## src/rtl/core/mm4f_pkg.sv

```systemverilog
package mm4f_pkg;

    localparam logic OP_LOAD = 1'b0;
    localparam logic OP_MUL  = 1'b1;

    localparam logic [31:0] DEFAULT_NAN = 32'hFFC00000;
    localparam logic [31:0] POS_INF     = 32'h7F800000;

    // Result of the special-case check done ahead of the main datapath.
    typedef struct packed {
        logic        hit;
        logic [31:0] value;
    } t_special;

    // Floating-point multiply, first stage output.
    typedef struct packed {
        t_special    sp;
        logic        sign;
        logic        zero;
        logic [47:0] prod;
        logic [9:0]  exp;
    } t_mul_s1;

    // Floating-point add, first stage output (aligned operands).
    typedef struct packed {
        t_special    sp;
        logic        sa;
        logic        sb;
        logic [9:0]  ea;
        logic [26:0] big;
        logic [26:0] lesser;
    } t_add_s1;

    // Common pre-rounding form: value = mant * 2^(exp - 150), exp signed.
    typedef struct packed {
        t_special    sp;
        logic        sign;
        logic        zero;
        logic [49:0] mant;
        logic [10:0] exp;
    } t_norm;

    function automatic logic f_is_nan(input logic [31:0] a);
        return (a[30:23] == 8'hFF) && (a[22:0] != 23'd0);
    endfunction

    function automatic logic f_is_inf(input logic [31:0] a);
        return a[30:0] == POS_INF[30:0];
    endfunction

    // Position of the leading one in a 50-bit word.
    function automatic logic [5:0] f_lead(input logic [49:0] m);
        logic [5:0] p;
        p = 6'd0;
        for (int i = 0; i < 50; i++) begin
            if (m[i]) begin
                p = 6'(i);
            end
        end
        return p;
    endfunction

    // Normalize and round mant * 2^(exp - 150) to binary32 with nearest even.
    // The mantissa has its leading one at bit lead.
    function automatic logic [31:0] f_round(input logic sign, input logic [49:0] mant,
                                            input logic signed [11:0] exp,
                                            input logic [5:0] lead);
        logic signed [12:0] e;
        logic signed [12:0] s;
        logic [74:0]        w;
        logic [74:0]        sh;
        logic [24:0]        q;
        logic               g;
        logic               st;
        logic [31:0]        bits;
        logic [32:0]        sum;
        e = 13'(signed'({1'b0, lead})) + 13'(exp) - 13'sd150 + 13'sd127;
        if (e >= 13'sd1) begin
            s = 13'(signed'({1'b0, lead})) - 13'sd23;
        end else begin
            s = 13'sd1 - 13'(exp);
        end
        w = {mant, 25'd0};
        if (s <= 13'sd0) begin
            sh = w << 6'(-s);
        end else if (s >= 13'sd70) begin
            sh = 75'd0;
            sh[0] = |mant;
        end else begin
            sh = w >> 7'(s);
            if ((w & ((75'd1 << 7'(s)) - 75'd1)) != 75'd0) begin
                sh[0] = 1'b1;
            end
        end
        q  = sh[49:25];
        g  = sh[24];
        st = |sh[23:0];
        if (g && (st || q[0])) begin
            q = q + 25'd1;
        end
        if (e >= 13'sd1) begin
            sum = {8'd0, q} + {e[7:0] - 8'd1, 23'd0};
            if (e > 13'sd254 || sum >= {1'b0, POS_INF}) begin
                bits = POS_INF;
            end else begin
                bits = sum[31:0];
            end
        end else begin
            bits = {7'd0, q};
        end
        return {sign, bits[30:0]};
    endfunction

endpackage

```

## src/rtl/core/mm4f_fmul.sv

```systemverilog
// Three-stage binary32 multiplier: decode, multiply, normalize and round.
module mm4f_fmul (
    input  logic        i_clk,
    input  logic        i_en,
    input  logic [31:0] i_a,
    input  logic [31:0] i_b,
    output logic [31:0] o_p
);

    mm4f_pkg::t_special r_sp0;
    logic               r_sign0;
    logic               r_zero0;
    logic [23:0]        r_ma;
    logic [23:0]        r_mb;
    logic [9:0]         r_exp0;
    mm4f_pkg::t_mul_s1  r_s1;
    mm4f_pkg::t_special n_sp0;

    // Special cases and operand decode.
    always_comb begin
        n_sp0 = '0;
        if (mm4f_pkg::f_is_nan(i_a)) begin
            n_sp0 = '{1'b1, i_a | 32'h00400000};
        end else if (mm4f_pkg::f_is_nan(i_b)) begin
            n_sp0 = '{1'b1, i_b | 32'h00400000};
        end else if (mm4f_pkg::f_is_inf(i_a) || mm4f_pkg::f_is_inf(i_b)) begin
            if (i_a[30:0] == 31'd0 || i_b[30:0] == 31'd0) begin
                n_sp0 = '{1'b1, mm4f_pkg::DEFAULT_NAN};
            end else begin
                n_sp0 = '{1'b1, {i_a[31] ^ i_b[31], mm4f_pkg::POS_INF[30:0]}};
            end
        end
    end

    always_ff @(posedge i_clk) begin
        if (i_en) begin
            r_sp0   <= n_sp0;
            r_sign0 <= i_a[31] ^ i_b[31];
            r_zero0 <= (i_a[30:0] == 31'd0) || (i_b[30:0] == 31'd0);
            r_ma    <= {|i_a[30:23], i_a[22:0]};
            r_mb    <= {|i_b[30:23], i_b[22:0]};
            r_exp0  <= 10'((i_a[30:23] == 8'd0) ? 8'd1 : i_a[30:23])
                     + 10'((i_b[30:23] == 8'd0) ? 8'd1 : i_b[30:23]);
        end
    end

    // Mantissa product.
    always_ff @(posedge i_clk) begin
        if (i_en) begin
            r_s1.sp   <= r_sp0;
            r_s1.sign <= r_sign0;
            r_s1.zero <= r_zero0;
            r_s1.prod <= r_ma * r_mb;
            r_s1.exp  <= r_exp0;
        end
    end

    // Round: value = prod * 2^(ea + eb - 300) = prod * 2^((exp - 150) - 150).
    always_ff @(posedge i_clk) begin
        if (i_en) begin
            if (r_s1.sp.hit) begin
                o_p <= r_s1.sp.value;
            end else if (r_s1.zero) begin
                o_p <= {r_s1.sign, 31'd0};
            end else begin
                o_p <= mm4f_pkg::f_round(r_s1.sign, {2'd0, r_s1.prod},
                       12'(signed'({2'b0, r_s1.exp})) - 12'sd150,
                       mm4f_pkg::f_lead({2'd0, r_s1.prod}));
            end
        end
    end

endmodule

```

## config.mk

```make
export PLATFORM = sky130hd
export DESIGN_NAME = mm4f_fmul
export DESIGN_NICKNAME = d
export VERILOG_FILES = /design/src/rtl/core/mm4f_pkg.sv /design/src/rtl/core/mm4f_fmul.sv
export SDC_FILE = /design/constraint.sdc
export NUM_CORES = 2
export LEC_CHECK = 0
export BUFFER_PORTS_ARGS = -buffer_cell sky130_fd_sc_hd__buf_2
export CORE_MARGIN = 3
export CORE_UTILIZATION = 58
export CTS_BUF_LIST = sky130_fd_sc_hd__clkbuf_2
export CTS_CLUSTER_SIZE = 24
export DETAILED_ROUTE_END_ITERATION = 6
export HOLD_SLACK_MARGIN = 0.15
export PLACE_DENSITY = 0.75
export SKIP_CTS_REPAIR_TIMING = 1
export SLEW_MARGIN = 0
export SYNTH_ARGS = -nofsm -noshare
export SYNTH_HDL_FRONTEND = slang
export SYNTH_SLANG_ARGS = --single-unit
```

## constraint.sdc

```tcl
create_clock -name i_clk -period 23.6 [get_ports i_clk]
set_clock_uncertainty 0.2 [all_clocks]
set_input_delay 4.72 -clock i_clk [delete_from_list [all_inputs] [get_ports i_clk]]
set_output_delay 4.72 -clock i_clk [all_outputs]
set_load 0.02 [all_outputs]
```

==> reports/results.md <==
- 0.581 — fin crit share
- 0 — worst hold path cell count
- 63800 um2 — floorplan die area
- 119 mm — total wirelength of the detailed-routed design
- flip-flop to flip-flop — class of the most critical hold timing path
- 30400 — via count of the routed design
- 48 — path depth of the worst reg2reg path
- o_p[18] — worst reg2reg endpoint
- 4685 — Net Count, Synth
- 50 — number of buffers added by the clock tree synthesis step
- 3158 — number of DRC markers in iteration 0
- sky130_fd_sc_hd__fa_1 — dominant cell type by area after synthesis
- 253 um — floorplan die width
- sky130_fd_sc_hd__or4b_1 — standard cell with the maximum stage delay on the critical path
- 5 — antenna violations before repair
- 0.184 — Seq/Total Area, Yosys
- 0.592 — effective utilization at floorplan
- 98 — number of top-level design ports
- 5153 — fill cell total of the finished layout
- 53 — highest net fanout along the worst path
- o_p[18] — endpoint of the most critical setup path
- 184 mm — global-route wire length before repair
- sky130_fd_sc_hd__fa_1 28%, sky130_fd_sc_hd__edfxtp_1 18%, sky130_fd_sc_hd__ha_1 7.5% — top cells by area in the synthesized netlist
- 0.275 — fraction of synthesized cell area taken by the top area cell type
- 111 — synth unique cells
- 81 — pin count of the biggest net entering global routing
- flip-flop to flip-flop — path type of the worst setup path
- sky130_fd_sc_hd__edfxtp_1 — most common flop cell mapped by yosys
- 0 — DRC violations left
- 0 — share of async-settable or async-resettable flops after synthesis
- 3923 — synthesized instance count
- r_sp0[12] — worst hold start
- 0.0828 — share of layout cells above drive strength 1
- 89 — row cnt
- 0 — warnings from Yosys
- r_s1[36] — Worst Setup SP
- 0 — aggregate global routing overflow
- 4665 — nets
- 253 um — vertical die dimension
- 0 — count of final hold-check violations
- 216 — count of clock tree sinks
- 91.3 mm — total half-perimeter wirelength after legalization and detailed placement
- 216 — number of synthesized flops with an enable pin
- 0.77 ns — delay contributed by the slowest stage of the critical path
- 0.12 ns — Clk pin slew, worst setup/hold paths
- 9.00 um2 — Avg Inst Size Synth
- yes — TritonCTS clock tree
- 6.45 — detail-routed via count per cell
- 30400 — vias in the first global route
- 0.377 — global routing usage summed across all routing layers
- 0 — total of max-cap violations
- 9.89 ns — r2r setup slk
- 1.34 ns — worst-margin pin slew
- 0.616 — post-layout utilization of the core
- flip-flop — Crit. End Element
- false — unrepaired setup endpoints after global routing
- 0 — final number of max-transition violations
- 4.05% — Layout Area Growth over Synthesis
- 2 — level count of the clock H-tree
- flip-flop — startpoint class of the critical path
- 216 — flip-flop and latch count after synthesis
- 3 — clk buf depth
- 0.97 ns — clock latency reported for the late side of the worst-skew pair
- 97 — IO Port Bufs
- sky130_fd_sc_hd__nand2_1 — most frequent standard cell in the layout excluding fill and tap cells
- 0.0729 GHz — Max Clock Freq
- 35300 um2 — synthesized area
- 24.15 ns — required arrival time at the worst endpoint
- 556 x sky130_fd_sc_hd__nand2_1, 540 x sky130_fd_sc_hd__inv_1, 485 x sky130_fd_sc_hd__fa_1 — leading cell types in the layout, fill and taps excluded
- 13.71 ns — minimum clock period
- completed — outcome
- sky130_fd_sc_hd__clkbuf_2 — Root Driver
- 1.03 — routability congestion estimate
- 14.26 ns — Worst EP arrival
- 0 ns — total negative setup slack
- 0.107 — normalized max-slew margin
- 59600 um2 — area inside the core boundary
- 25.2 um — WL per Instance
- sky130_fd_sc_hd__buf_4 — critical path's most frequent cell
- 0 — number of routed nets with antenna violations
- r_s1[36] — worst reg2reg startpoint
- 6 — drt pass-1 iters
- 0 — final setup violation count
area by class of cell:
cell class	instances	area, um2	share of cell area
flip-flops and latches	216	6490	0.177
inverters	544	2040	0.0556
multi-input cells	2923	25700	0.701
repair buffers	168	1030	0.0280
clock buffers	68	340	0.00927
clock inverters	18	114	0.00310
diodes	1	2.50	0.0000681
well taps	773	967	0.0263
cell families (layout without fill, tap and decap cells):
group	Yosys count	after routing	synth area share
buffers and inverters	784	798	0.0882
XOR/XNOR	92	92	0.0233
other	0	1	0
AND/OR/NAND/NOR	1281	1281	0.176
flip-flops	216	216	0.184
AO/OA/AOI/OAI	744	744	0.146
adder cells (fa/ha/maj)	696	696	0.350
multiplexers	110	110	0.0330
worst max-delay path: cells and delay by family (launching register included):
family | cells | cell delay, ns
fa+ha+maj | 5 | 1.55
compound gates | 20 | 5.58
buf+inv | 10 | 2.16
simple gates | 11 | 3.08
xor+xnor | 2 | 0.40
flops | 1 | 0.51
metrics by stage:
| step | hold WS, ns | setup slack, ns | instances | area [um2] |
|---|---|---|---|---|
| final | 0.204 | 9.89 | 4711 | 36700 |
| after global routing | 0.228 | 9.24 | 4711 | 36700 |
| after CTS | 0.203 | 10.09 | 4710 | 36700 |
| after detailed placement | 0.205 | 10.29 | 4624 | 36300 |
| after global placement | 0.202 | 10.51 | 4624 | 36300 |
| after floorplan | 0.200 | 12.46 | 3923 | 35300 |
worst min path at each step:
stage / endpoint / slack, ns
after detailed placement: r_s1[63] / 0.20
after global routing: r_s1[70] / 0.23
final: r_s1[72] / 0.20
after CTS: r_s1[72] / 0.20
after floorplan: r_s1[0] / 0.20
after global placement: r_s1[61] / 0.20
state kept, by name, summed over array words and instances, names as in the netlist:
signal   count
r_s1        92
r_sp0       33
o_p         32
r_ma        24
r_mb        24
r_exp0       9
r_sign0      1
r_zero0      1
synthesized netlist by cell type, types with 34 or more instances:
| master | instances |
|---|---|
| sky130_fd_sc_hd__nand2_1 | 556 |
| sky130_fd_sc_hd__inv_1 | 540 |
| sky130_fd_sc_hd__fa_1 | 485 |
| sky130_fd_sc_hd__and2_1 | 227 |
| sky130_fd_sc_hd__edfxtp_1 | 216 |
| sky130_fd_sc_hd__ha_1 | 211 |
| sky130_fd_sc_hd__clkbuf_1 | 175 |
| sky130_fd_sc_hd__nor2_1 | 166 |
| sky130_fd_sc_hd__a21oi_1 | 157 |
| sky130_fd_sc_hd__o21ai_0 | 118 |
| sky130_fd_sc_hd__mux2i_1 | 95 |
| sky130_fd_sc_hd__a211oi_1 | 76 |
| sky130_fd_sc_hd__xnor2_1 | 63 |
| sky130_fd_sc_hd__nand3_1 | 62 |
| sky130_fd_sc_hd__nor3_1 | 57 |
| sky130_fd_sc_hd__a21o_1 | 43 |
| sky130_fd_sc_hd__nor4_1 | 40 |
| sky130_fd_sc_hd__a22oi_1 | 34 |
metal layers:
layer / part of all wire / global-route usage
met5: 0.00023 / 0
met4: 0.057 / 0.185
met3: 0.094 / 0.0680
met2: 0.45 / 0.588
met1: 0.40 / 0.511
Power is not shown: default switching activity piles up to over one toggle a cycle in this logic, so the estimate is an artifact.
